<file path="config.mk">
export PLATFORM = sky130hd
export DESIGN_NAME = dns_response_a_record_extractor
export DESIGN_NICKNAME = d
export VERILOG_FILES = /design/src/design/dre_pkg.sv /design/src/design/dre_parser.sv /design/src/design/dns_response_a_record_extractor.sv
export SDC_FILE = /design/constraint.sdc
export NUM_CORES = 1
export LEC_CHECK = 0
export BUFFER_PORTS_ARGS = -buffer_cell sky130_fd_sc_hd__buf_2
export CAP_MARGIN = 20
export CORE_ASPECT_RATIO = 0.75
export CORE_MARGIN = 2
export CORE_UTILIZATION = 55
export CTS_CLUSTER_DIAMETER = 30
export CTS_CLUSTER_SIZE = 28
export DETAILED_ROUTE_END_ITERATION = 8
export PLACE_DENSITY = 0.83
export SYNTH_ARGS = -nofsm -noshare
export SYNTH_HDL_FRONTEND = slang
export SYNTH_SLANG_ARGS = --single-unit
</file>
<file path="constraint.sdc">
create_clock -name clk -period 3.25 [get_ports clk]
set_input_delay 0.325 -clock clk [delete_from_list [all_inputs] [get_ports clk]]
set_output_delay 0.325 -clock clk [all_outputs]
set_load 0.005 [all_outputs]
</file>
<file path="src/design/dre_pkg.sv">
// ----------------------------------------------------------------------------
// dre_pkg: shared types and constants for the DNS A-record extractor
// Parse phases, result status codes and fixed DNS header offsets.
// ----------------------------------------------------------------------------
`default_nettype none

package dre_pkg;

  // Parse phases of the byte walker
  typedef enum logic [3:0] {
    PH_HEADER,
    PH_Q_NAME,
    PH_Q_LABEL,
    PH_Q_TAIL,
    PH_A_START,
    PH_A_PTR2,
    PH_A_NAME,
    PH_A_LABEL,
    PH_A_FIXED,
    PH_A_DATA,
    PH_A_SKIPDATA,
    PH_DONE
  } dre_phase_t;

  // Result status codes
  localparam logic [1:0] STATUS_FOUND = 2'd0;
  localparam logic [1:0] STATUS_NONE  = 2'd1;
  localparam logic [1:0] STATUS_SHORT = 2'd2;

  // Header layout (byte offsets)
  localparam int unsigned HEADER_BYTES = 12;
  localparam int unsigned QDCOUNT_HI   = 4;
  localparam int unsigned QDCOUNT_LO   = 5;
  localparam int unsigned ANCOUNT_HI   = 6;
  localparam int unsigned ANCOUNT_LO   = 7;

  // Compressed-name pointer marker (top two bits set)
  localparam logic [7:0] PTR_MASK = 8'hC0;

  // Fixed record fields: type(2) class(2) ttl(4) rdlength(2)
  localparam logic [3:0] FIX_CLASS_START = 4'd2;
  localparam logic [3:0] FIX_TTL_START   = 4'd4;
  localparam logic [3:0] FIX_RDLEN_START = 4'd8;
  localparam logic [3:0] FIX_LAST        = 4'd9;
  localparam logic [3:0] ADDR_LAST       = 4'd3;

  // Accepted A record: type 1, class IN, 4 data bytes
  localparam logic [15:0] TYPE_A   = 16'd1;
  localparam logic [15:0] CLASS_IN = 16'd1;
  localparam logic [15:0] A_RDLEN  = 16'd4;
  localparam logic [15:0] Q_TAIL_BYTES = 16'd4;

  // One result word
  typedef struct packed {
    logic [31:0] address;
    logic [1:0]  status;
  } dre_result_t;

endpackage

`default_nettype wire

</file>
<file path="src/design/dre_parser.sv">
// ----------------------------------------------------------------------------
// dre_parser: DNS response byte walker
// Updates the parse state on every accepted byte within MAX_MESSAGE_BYTES and forms the result for
// the byte that closes the message. State returns to reset after that byte.
// ----------------------------------------------------------------------------
`default_nettype none

module dre_parser #(
  parameter int MAX_MESSAGE_BYTES = 512
) (
  input  wire                  clk,
  input  wire                  rst_n,
  input  wire                  byte_accept,
  input  wire [7:0]            data_byte,
  input  wire                  last_byte,
  output dre_pkg::dre_result_t result
);
  import dre_pkg::*;

  localparam int POS_W = $clog2(MAX_MESSAGE_BYTES + 1);

  dre_phase_t  phase_r, phase_nxt;
  logic [POS_W-1:0] pos_r, pos_nxt;
  logic [15:0] skip_r, skip_nxt;
  logic [15:0] qleft_r, qleft_nxt;
  logic [15:0] aleft_r, aleft_nxt;
  logic [3:0]  fshift_r, fshift_nxt;
  logic [15:0] rtype_r, rtype_nxt;
  logic [15:0] rclass_r, rclass_nxt;
  logic [31:0] addr_r, addr_nxt;
  logic        found_r, found_nxt;

  logic        consume;
  logic [15:0] skip_dec, qleft_dec, aleft_dec;
  logic [3:0]  fshift_inc;
  logic [POS_W-1:0] pos_count;

  // Bytes past the buffer are neither parsed nor counted
  assign consume    = byte_accept && (pos_r < POS_W'(MAX_MESSAGE_BYTES));
  assign skip_dec   = skip_r - 16'd1;
  assign qleft_dec  = qleft_r - 16'd1;
  assign aleft_dec  = aleft_r - 16'd1;
  assign fshift_inc = fshift_r + 4'd1;
  assign pos_count  = consume ? pos_r + POS_W'(1) : pos_r;

  // Field datapath
  always_comb begin
    skip_nxt   = skip_r;
    qleft_nxt  = qleft_r;
    aleft_nxt  = aleft_r;
    fshift_nxt = fshift_r;
    rtype_nxt  = rtype_r;
    rclass_nxt = rclass_r;
    addr_nxt   = addr_r;
    found_nxt  = found_r;
    if (consume) begin
      case (phase_r)
        PH_HEADER: begin
          if (pos_r == POS_W'(QDCOUNT_HI) || pos_r == POS_W'(QDCOUNT_LO)) begin
            qleft_nxt = {qleft_r[7:0], data_byte};
          end
          if (pos_r == POS_W'(ANCOUNT_HI) || pos_r == POS_W'(ANCOUNT_LO)) begin
            aleft_nxt = {aleft_r[7:0], data_byte};
          end
        end
        PH_Q_NAME, PH_A_NAME: begin
          skip_nxt = (data_byte == 8'd0 && phase_r == PH_Q_NAME) ? Q_TAIL_BYTES
                                                               : {8'd0, data_byte};
          if (data_byte == 8'd0 && phase_r == PH_A_NAME) begin
            fshift_nxt = 4'd0;
            rtype_nxt  = 16'd0;
            rclass_nxt = 16'd0;
            skip_nxt   = 16'd0;
          end
        end
        PH_Q_LABEL, PH_A_LABEL, PH_A_SKIPDATA: begin
          skip_nxt = skip_dec;
          if (phase_r == PH_A_SKIPDATA && skip_dec == 16'd0) begin
            aleft_nxt = aleft_dec;
          end
        end
        PH_Q_TAIL: begin
          skip_nxt = skip_dec;
          if (skip_dec == 16'd0) begin
            qleft_nxt = qleft_dec;
          end
        end
        PH_A_START: begin
          if ((data_byte & PTR_MASK) == PTR_MASK) begin
            skip_nxt = skip_r;
          end else if (data_byte == 8'd0) begin
            fshift_nxt = 4'd0;
            rtype_nxt  = 16'd0;
            rclass_nxt = 16'd0;
            skip_nxt   = 16'd0;
          end else begin
            skip_nxt = {8'd0, data_byte};
          end
        end
        PH_A_PTR2: begin
          fshift_nxt = 4'd0;
          rtype_nxt  = 16'd0;
          rclass_nxt = 16'd0;
          skip_nxt   = 16'd0;
        end
        PH_A_FIXED: begin
          if (fshift_r < FIX_CLASS_START) begin
            rtype_nxt = {rtype_r[7:0], data_byte};
          end else if (fshift_r < FIX_TTL_START) begin
            rclass_nxt = {rclass_r[7:0], data_byte};
          end else if (fshift_r >= FIX_RDLEN_START) begin
            skip_nxt = {skip_r[7:0], data_byte};
          end
          fshift_nxt = fshift_inc;
          if (fshift_r == FIX_LAST) begin
            if (rtype_r == TYPE_A && rclass_r == CLASS_IN &&
                {skip_r[7:0], data_byte} == A_RDLEN) begin
              fshift_nxt = 4'd0;
              addr_nxt   = 32'd0;
            end else if ({skip_r[7:0], data_byte} == 16'd0) begin
              aleft_nxt = aleft_dec;
            end
          end
        end
        PH_A_DATA: begin
          addr_nxt   = {addr_r[23:0], data_byte};
          fshift_nxt = fshift_inc;
          if (fshift_r >= ADDR_LAST) begin
            found_nxt = 1'b1;
          end
        end
        default: begin
        end
      endcase
    end
  end

  // Next parse phase
  always_comb begin
    phase_nxt = phase_r;
    if (consume) begin
      unique case (phase_r)
        PH_HEADER: begin
          if (pos_r == POS_W'(HEADER_BYTES - 1)) begin
            if (qleft_r != 16'd0)      phase_nxt = PH_Q_NAME;
            else if (aleft_r != 16'd0) phase_nxt = PH_A_START;
            else                       phase_nxt = PH_DONE;
          end
        end
        PH_Q_NAME: begin
          phase_nxt = (data_byte == 8'd0) ? PH_Q_TAIL : PH_Q_LABEL;
        end
        PH_Q_LABEL: begin
          if (skip_dec == 16'd0) phase_nxt = PH_Q_NAME;
        end
        PH_Q_TAIL: begin
          if (skip_dec == 16'd0) begin
            if (qleft_dec != 16'd0)    phase_nxt = PH_Q_NAME;
            else if (aleft_r != 16'd0) phase_nxt = PH_A_START;
            else                       phase_nxt = PH_DONE;
          end
        end
        PH_A_START: begin
          if ((data_byte & PTR_MASK) == PTR_MASK) phase_nxt = PH_A_PTR2;
          else if (data_byte == 8'd0)             phase_nxt = PH_A_FIXED;
          else                                    phase_nxt = PH_A_LABEL;
        end
        PH_A_PTR2: phase_nxt = PH_A_FIXED;
        PH_A_NAME: begin
          phase_nxt = (data_byte == 8'd0) ? PH_A_FIXED : PH_A_LABEL;
        end
        PH_A_LABEL: begin
          if (skip_dec == 16'd0) phase_nxt = PH_A_NAME;
        end
        PH_A_FIXED: begin
          if (fshift_r == FIX_LAST) begin
            if (rtype_r == TYPE_A && rclass_r == CLASS_IN &&
                {skip_r[7:0], data_byte} == A_RDLEN) begin
              phase_nxt = PH_A_DATA;
            end else if ({skip_r[7:0], data_byte} == 16'd0) begin
              phase_nxt = (aleft_dec != 16'd0) ? PH_A_START : PH_DONE;
            end else begin
              phase_nxt = PH_A_SKIPDATA;
            end
          end
        end
        PH_A_DATA: begin
          if (fshift_r >= ADDR_LAST) phase_nxt = PH_DONE;
        end
        PH_A_SKIPDATA: begin
          if (skip_dec == 16'd0) begin
            phase_nxt = (aleft_dec != 16'd0) ? PH_A_START : PH_DONE;
          end
        end
        PH_DONE: phase_nxt = PH_DONE;
        default: phase_nxt = PH_HEADER;
      endcase
    end
  end

  // Result for the closing byte
  always_comb begin
    if (found_nxt) begin
      result.status  = STATUS_FOUND;
      result.address = addr_nxt;
    end else begin
      result.status  = (pos_count < POS_W'(HEADER_BYTES)) ? STATUS_SHORT : STATUS_NONE;
      result.address = 32'd0;
    end
  end

  // State registers; the closing byte returns everything to reset
  always_ff @(posedge clk) begin
    if (!rst_n || (byte_accept && last_byte)) begin
      phase_r  <= PH_HEADER;
      pos_r    <= '0;
      skip_r   <= '0;
      qleft_r  <= '0;
      aleft_r  <= '0;
      fshift_r <= '0;
      rtype_r  <= '0;
      rclass_r <= '0;
      addr_r   <= '0;
      found_r  <= 1'b0;
    end else begin
      phase_r  <= phase_nxt;
      pos_r    <= pos_count;
      skip_r   <= skip_nxt;
      qleft_r  <= qleft_nxt;
      aleft_r  <= aleft_nxt;
      fshift_r <= fshift_nxt;
      rtype_r  <= rtype_nxt;
      rclass_r <= rclass_nxt;
      addr_r   <= addr_nxt;
      found_r  <= found_nxt;
    end
  end

endmodule

`default_nettype wire

</file>
<file path="src/design/dns_response_a_record_extractor.sv">
// ----------------------------------------------------------------------------
// dns_response_a_record_extractor: first IPv4 address from a DNS response
// Streams a DNS response one byte per word and reports the first A record.
// ----------------------------------------------------------------------------
// The block takes one message byte per clock cycle with no gaps required,
// tlast marking the final byte. The parse state updates in the cycle a byte
// is accepted; one result word appears on the output register the cycle
// after the last byte, carrying status (found, no A record, or fewer than
// 12 bytes) and the address. Input ready drops only while a result is held
// and the output side is stalled. Bytes beyond MAX_MESSAGE_BYTES are not
// parsed but their tlast still closes the message.
`default_nettype none

module dns_response_a_record_extractor #(
  parameter int MAX_MESSAGE_BYTES = 512
) (
  input  wire         clk,
  input  wire         rst_n,
  input  wire         in_tvalid,
  output logic        in_tready,
  input  wire  [7:0]  in_tdata,   // [7:0] data_byte
  input  wire         in_tlast,   // last_byte
  output logic        out_tvalid,
  input  wire         out_tready,
  output logic [39:0] out_tdata   // [1:0] status, [33:2] address, [39:34] zero
);
  import dre_pkg::*;

  logic        in_accept;
  dre_result_t result;
  dre_result_t out_res_r;
  logic        out_valid_r, out_valid_nxt;

  // Output register frees in the same cycle it is taken
  assign in_tready = !out_valid_r || out_tready;
  assign in_accept = in_tvalid && in_tready;

  dre_parser #(
    .MAX_MESSAGE_BYTES(MAX_MESSAGE_BYTES)
  ) u_parser (
    .clk        (clk),
    .rst_n      (rst_n),
    .byte_accept(in_accept),
    .data_byte  (in_tdata),
    .last_byte  (in_tlast),
    .result     (result)
  );

  // Result register control
  always_comb begin
    out_valid_nxt = out_valid_r;
    if (in_accept && in_tlast)  out_valid_nxt = 1'b1;
    else if (out_tready)        out_valid_nxt = 1'b0;
  end

  always_ff @(posedge clk) begin
    if (!rst_n) begin
      out_valid_r <= 1'b0;
    end else begin
      out_valid_r <= out_valid_nxt;
    end
  end

  always_ff @(posedge clk) begin
    if (in_accept && in_tlast) begin
      out_res_r <= result;
    end
  end

  assign out_tvalid = out_valid_r;
  assign out_tdata  = {6'd0, out_res_r.address, out_res_r.status};

endmodule

`default_nettype wire
</file>
Word-level counts from Yosys, hierarchy flattened
Cells that the tools add are included.
{"block": "totals", "in_bits": 13, "wordCells": 162, "register_bits": 166}
{"block": "op_classes", "order_cmp": 6, "n_eq_ne": 41, "reduce_logical": 38, "n_mux": 59, "add_sub_neg": 5}
{"operator": "16-bit 2-to-1 mux", "count": 18}
{"operator": "16-bit one-hot mux with 4 select lines", "count": 2}
{"operator": "32-bit 2-to-1 mux", "count": 3}
{"operator": "4-bit 2-to-1 mux", "count": 20}
{"operator": "16-bit one-hot mux with 5 select lines", "count": 1}
{"operator": "32-bit one-hot mux with 2 select lines", "count": 1}
{"operator": "16-bit nonzero test", "count": 4}
{"operator": "16-bit one-hot mux with 3 select lines", "count": 1}
{"operator": "4-bit one-hot mux with 12 select lines", "count": 1}
{"operator": "16-bit by 1-bit subtractor with 16-bit output, second input constant", "count": 3}
{"operator": "10-bit by 3-bit equality test with 1-bit output, second input constant", "count": 4}
{"operator": "16-bit by 1-bit equality test with 1-bit output, second input constant", "count": 2}
{"operator": "16-bit zero test", "count": 2}
{"operator": "16-bit one-hot mux with 2 select lines", "count": 1}
{"operator": "2-bit by 1-bit inequality test with 1-bit output, second input constant", "count": 15}
{"operator": "4-bit equality test, second input constant", "count": 5}
{"operator": "4-bit one-hot mux with 5 select lines", "count": 1}
{"operator": "16-bit by 3-bit equality test with 1-bit output, second input constant", "count": 1}
{"operator": "4-bit by 3-bit equality test with 1-bit output, second input constant", "count": 4}
{"operator": "8-bit 2-to-1 mux", "count": 2}
{"operator": "7-bit AND reduction", "count": 2}
{"operator": "6-bit AND reduction", "count": 2}
{"operator": "10-bit by 1-bit adder with 10-bit output, second input constant", "count": 1}
{"operator": "10-bit by 4-bit equality test with 1-bit output, second input constant", "count": 1}
{"operator": "other kinds (29)", "count": 52}

Depth between registers and ports, before layout
{"block": "depth", "word_depth": 7, "ltp_mapped": 11, "depth_no_buf": 9}

Hierarchy
From an unflattened synthesis, not the netlist that was laid out.
{"block": "hier_totals", "hier_cells": 1043, "area_unflattened_um2": 8678.3}
{"mod": "dre_parser", "instances": 1, "cells_each": 996, "area_each_um2": 7537.2, "seq_area_each_um2": 2622.5}
{"mod": "dns_response_a_record_extractor", "instances": 1, "cells_each": 47, "area_each_um2": 1141.1, "seq_area_each_um2": 1041.0}

Worst setup path before layout
No wires, ideal clock.
{"block": "synth_path", "kind": "register to register", "from": "register u_parser.skip_r[0]", "to": "register u_parser.aleft_r[4]", "setup_time_ps": 117, "setup_slack_ps": 564, "path_stages_with_launch": 10, "n_path_buf": 0, "synth_period_minus_slack_ps": 2686, "t_arrival_ps": 2569, "path_cell_list": "dfxtp_1 > inv_1 > ha_1 > or4b_1 > nor3_1 > xnor2_1 > o2111ai_4 > o221a_4 > or3_1 > a32o_1"}
{"block": "synth_between", "elab_chain_len": 5}
{"item": "from (decl)", "line_no": "dre_parser.sv:24", "rtl": "logic [15:0] skip_r, skip_nxt;"}
{"item": "from (signal assigned)", "line_no": "dre_parser.sv:228", "rtl": "skip_r <= skip_nxt;"}
{"item": "16-bit by 1-bit subtractor with 16-bit output", "line_no": "dre_parser.sv:40", "rtl": "assign skip_dec = skip_r - 16'd1;"}
{"item": "16-bit zero test", "line_no": "dre_parser.sv:78", "rtl": "if (phase_r == PH_A_SKIPDATA && skip_dec == 16'd0) begin"}
{"item": "1-bit logical AND", "line_no": "dre_parser.sv:78"}
{"item": "2-bit by 1-bit inequality test with 1-bit output (no source line)"}
{"item": "7-bit AND reduction (no source line) *"}
{"item": "to (signal assigned)", "line_no": "dre_parser.sv:230", "rtl": "aleft_r <= aleft_nxt;"}
{"item": "to (decl)", "line_no": "dre_parser.sv:26", "rtl": "logic [15:0] aleft_r, aleft_nxt;"}
Every way passes the cells marked *; elsewhere a longest branch is shown, timed or not.
A chain may end at the register's enable or synchronous reset.

Worst setup path in the final report
{"block": "layout_path", "from": "register u_parser.skip_r[0]", "to": "register u_parser.aleft_r[9]"}
The elaborated chain is that of the path after synthesis.

==> results.sh <==
export IMPL_status="finished, final reports clean"
export IMPL_rsz0062_at_grt="false"
export IMPL_startpoint_type="flop"
export IMPL_antenna_found_initial=0
export IMPL_syn_avg_cell_area_um2=8.176
export IMPL_vias_per_cell=6.463
export IMPL_peakVddDrop_mv=0.3784
export IMPL_finalSetupViolations=0
export IMPL_tightest_slew_ns=1.087
export IMPL_drt_total_wl_mm=24.18
export IMPL_gp_congestion=0.9391
export IMPL_cts_tree="yes"
export IMPL_worstPathRequired_ns=3.63
export IMPL_grt_pass1_wl_mm=38.74
export IMPL_track_usage_pct=28.13
export IMPL_firstDrtPassIters=6
export IMPL_drt_iter0_markers=1233
export IMPL_dp_hpwl_mm=15.13
export IMPL_synth_cell_types=78
export IMPL_post_cts_buffers=0
export IMPL_vias=8518
export IMPL_core_rowCount=40
export IMPL_antennaDiodeCount=0
export IMPL_min_path_type="primary input to flop"
export IMPL_arrival_ns=3.22
export IMPL_slowest_delay_ns=0.46
export IMPL_tns_ns=0
export IMPL_clockBufferDepth=2
export IMPL_synth_compound_area_share_pct=22.19
export IMPL_dp_slack_ns=0.4491
export IMPL_clkSlewWorstSetupHoldPaths_ns=0.07
export IMPL_cp_num_buf_inv=2
export IMPL_hold_viol_final=0
export IMPL_multi_input_area_um2=4760
export IMPL_use_met1_pct=41.89
export IMPL_worst_r2r_setup_slack_ns=0.41
export IMPL_clk_latency_ns=0.45
export IMPL_seqCellArea_um2=3664
export IMPL_wl_per_cell_um=18.35
export IMPL_post_route_period_util_pct=87.53
export IMPL_clock_skew_ns=0.009921
export IMPL_grt_max_degree=96
export IMPL_port_buffers=48
export IMPL_drv_slew=0
export IMPL_relSlewSlack_pct=27.52
export IMPL_clock_sinks=166
export IMPL_p_per_area_nw_per_um2=451.2
export IMPL_yosysSeqAreaShare_pct=41.22
export IMPL_grt_met3_usage_pct=5.179
export IMPL_timing_fmax_mhz=351.5
export IMPL_hold_ws_ns=0.1724
export IMPL_start_util_pct=55.84
export IMPL_endpoint_kind="flop"
export IMPL_cts_resized_gates=0
export IMPL_drive_gt1_share_pct=12.64
export IMPL_path_cells="inv_1 -> ha_1 -> or4b_1 -> nor3_1 -> xnor2_1 -> o2111ai_4 -> o221a_4 -> nor2_2 -> buf_4 -> a32o_1"
export IMPL_clockRootBuffer="clkbuf_16"
export IMPL_cts_buffers=17
export IMPL_fillers=1270
export IMPL_cp_max_fo=9
export IMPL_worst_path_max_delay_cell="or4b_1"
export IMPL_synthSimpleGateAreaFrac_pct=26.27
export IMPL_coreArea_um2=15920
export IMPL_grt_pass1_vias=7428
export IMPL_async_flop_share_pct=0
export IMPL_synth_top_family_by_area="simple AND/OR/NAND/NOR gates"
export IMPL_max_cap_viol_count=0
export IMPL_synth_edf_count=34
export IMPL_synthesis_instances=1087
export IMPL_htreeDepth=4
export IMPL_synth_xor_area_share_pct=2.661
export IMPL_critical_path_top_delay_family="simple AND/OR/NAND/NOR gates"
export IMPL_synth_fa_ha_area_share_pct=1.830
export IMPL_met2_usage_pct=40.67
export IMPL_die_w_um=150.8
export IMPL_muxShareOfSynthArea_pct=0.1126
export IMPL_critPathKind="flop to flop"
export IMPL_synth_ff_type="dfxtp_1"
export IMPL_die_h_um=114.1
export IMPL_post_route_min_period_ns=2.845
export IMPL_fin_nets=1121
export IMPL_setup_ws_ns=0.4052
export IMPL_syn_area_um2=8887
export IMPL_cts_hold_buf=0
export IMPL_grt_ovfl_total=0
export IMPL_leakagePower_nw=3.555
export IMPL_ios=55
export IMPL_route_detailed_drc=0
export IMPL_die_area_um2=17200
export IMPL_drtAntennaViolNets=0
export IMPL_areaGrowthSynthToFinish_pct=11.67
export IMPL_yosys_warnings=0
export IMPL_busiest_layer="met1"
export IMPL_utilization_pct=62.36
export IMPL_ys_seq_elements=166
final cells by class:
type	count	area share, %
multi-input combinational	808	47.96
sequential	166	36.91
inverter	17	0.6430
clock buffer	17	4.286
tap	210	2.648
clock inverter	15	2.257
timing repair buffer	85	5.295
through the flow:
stage | power (W) | cell area, um2 | cells
5_1_grt | 0.004576 | 9925 | 1318
2_1_floorplan | 0.002265 | 8906 | 1092
3_3_place_gp | 0.002330 | 9260 | 1285
3_5_place_dp | 0.002331 | 9260 | 1285
6_report | 0.004478 | 9925 | 1318
4_1_cts | 0.004488 | 9910 | 1317
final timing paths:
check / from / end / cells after the start
worst max register to register: u_parser.skip_r[0]$_SDFFE_PP0P_ / u_parser.aleft_r[9]$_SDFFE_PP0P_ / 10
worst max-delay path: u_parser.skip_r[0]$_SDFFE_PP0P_ / u_parser.aleft_r[9]$_SDFFE_PP0P_ / 10
worst min register to register: u_parser.rtype_r[11]$_SDFFE_PP0P_ / u_parser.rtype_r[11]$_SDFFE_PP0P_ / 2
worst min-delay path: rst_n / out_tvalid$_SDFFE_PN0P_ / 2
cells in the final DEF (no fill, tap or decap), types with 6 or more instances in the layout:
cell type / count
dfxtp_1: 132
nand2b_1: 7
or3_1: 17
a22oi_1: 43
a31oi_1: 9
edfxtp_1: 34
a211oi_1: 11
xor2_1: 13
a21oi_1: 80
o31ai_1: 11
nand2_1: 94
xnor2_1: 14
nor4_1: 19
clkbuf_16: 17
o21ai_0: 38
o211ai_1: 15
nand4_1: 12
and2_1: 7
conb_1: 6
nor3_1: 29
nand3_1: 83
nor2_1: 155
o2bb2ai_1: 6
buf_4: 36
inv_1: 17
ha_1: 13
and3_1: 10
a32o_1: 23
buf_2: 48
cells in the mapped netlist (14+ instances only):
cell type	n	area share, %
nand3_1	83	4.7
xnor2_1	14	1.4
nor2_1	155	6.5
nand2_1	95	4.0
a22oi_1	43	3.6
nor4_1	19	1.3
a32o_1	23	2.6
nor3_1	31	1.7
edfxtp_1	34	11
a21oi_1	81	4.6
buf_2	14	0.79
dfxtp_1	132	30
or3_1	17	1.2
o211ai_1	15	1.3
clkbuf_1	68	2.9
o21ai_0	38	2.1
inv_1	17	0.72
report_power, final:
| group | switching [W] | total, W | internal (W) | leakage (nW) |
|---|---|---|---|---|
| Sequential | 0.00000954 | 0.00213 | 0.00212 | 1.36 |
| Clock | 0.000993 | 0.00219 | 0.00120 | 0.316 |
| Combinational | 0.000119 | 0.000162 | 0.0000432 | 1.88 |
| Total | 0.00112 | 0.00448 | 0.00336 | 3.56 |
logic make-up (layout without fill, tap and decap cells):
logic type / after synthesis / after routing
muxes: 1 / 1
AOI/OAI and AO/OA: 283 / 283
and+or+nand+nor: 478 / 478
buffers and inverters: 118 / 134
xor gates and xnor gates: 27 / 27
other: 1 / 6
DFF: 166 / 166
adders and majority gates: 13 / 13
registers in the layout, summed over array words and instances, names as in the netlist, 4 cells and up:
register	count
u_parser.pos_r	10
u_parser.rclass_r	16
u_parser.phase_r	4
out_tdata	34
u_parser.rtype_r	16
u_parser.skip_r	16
u_parser.addr_r	32
u_parser.qleft_r	16
u_parser.aleft_r	16
u_parser.fshift_r	4
layer usage:
layer | up-vias | wire length [um]
met1 | 4029 | 10670
li1 | 3979 | -
met5 | - | 0
met4 | 0 | 463
met2 | 463 | 10630
met3 | 47 | 2412
No activity file was read; power rests on OpenSTA's default activity.
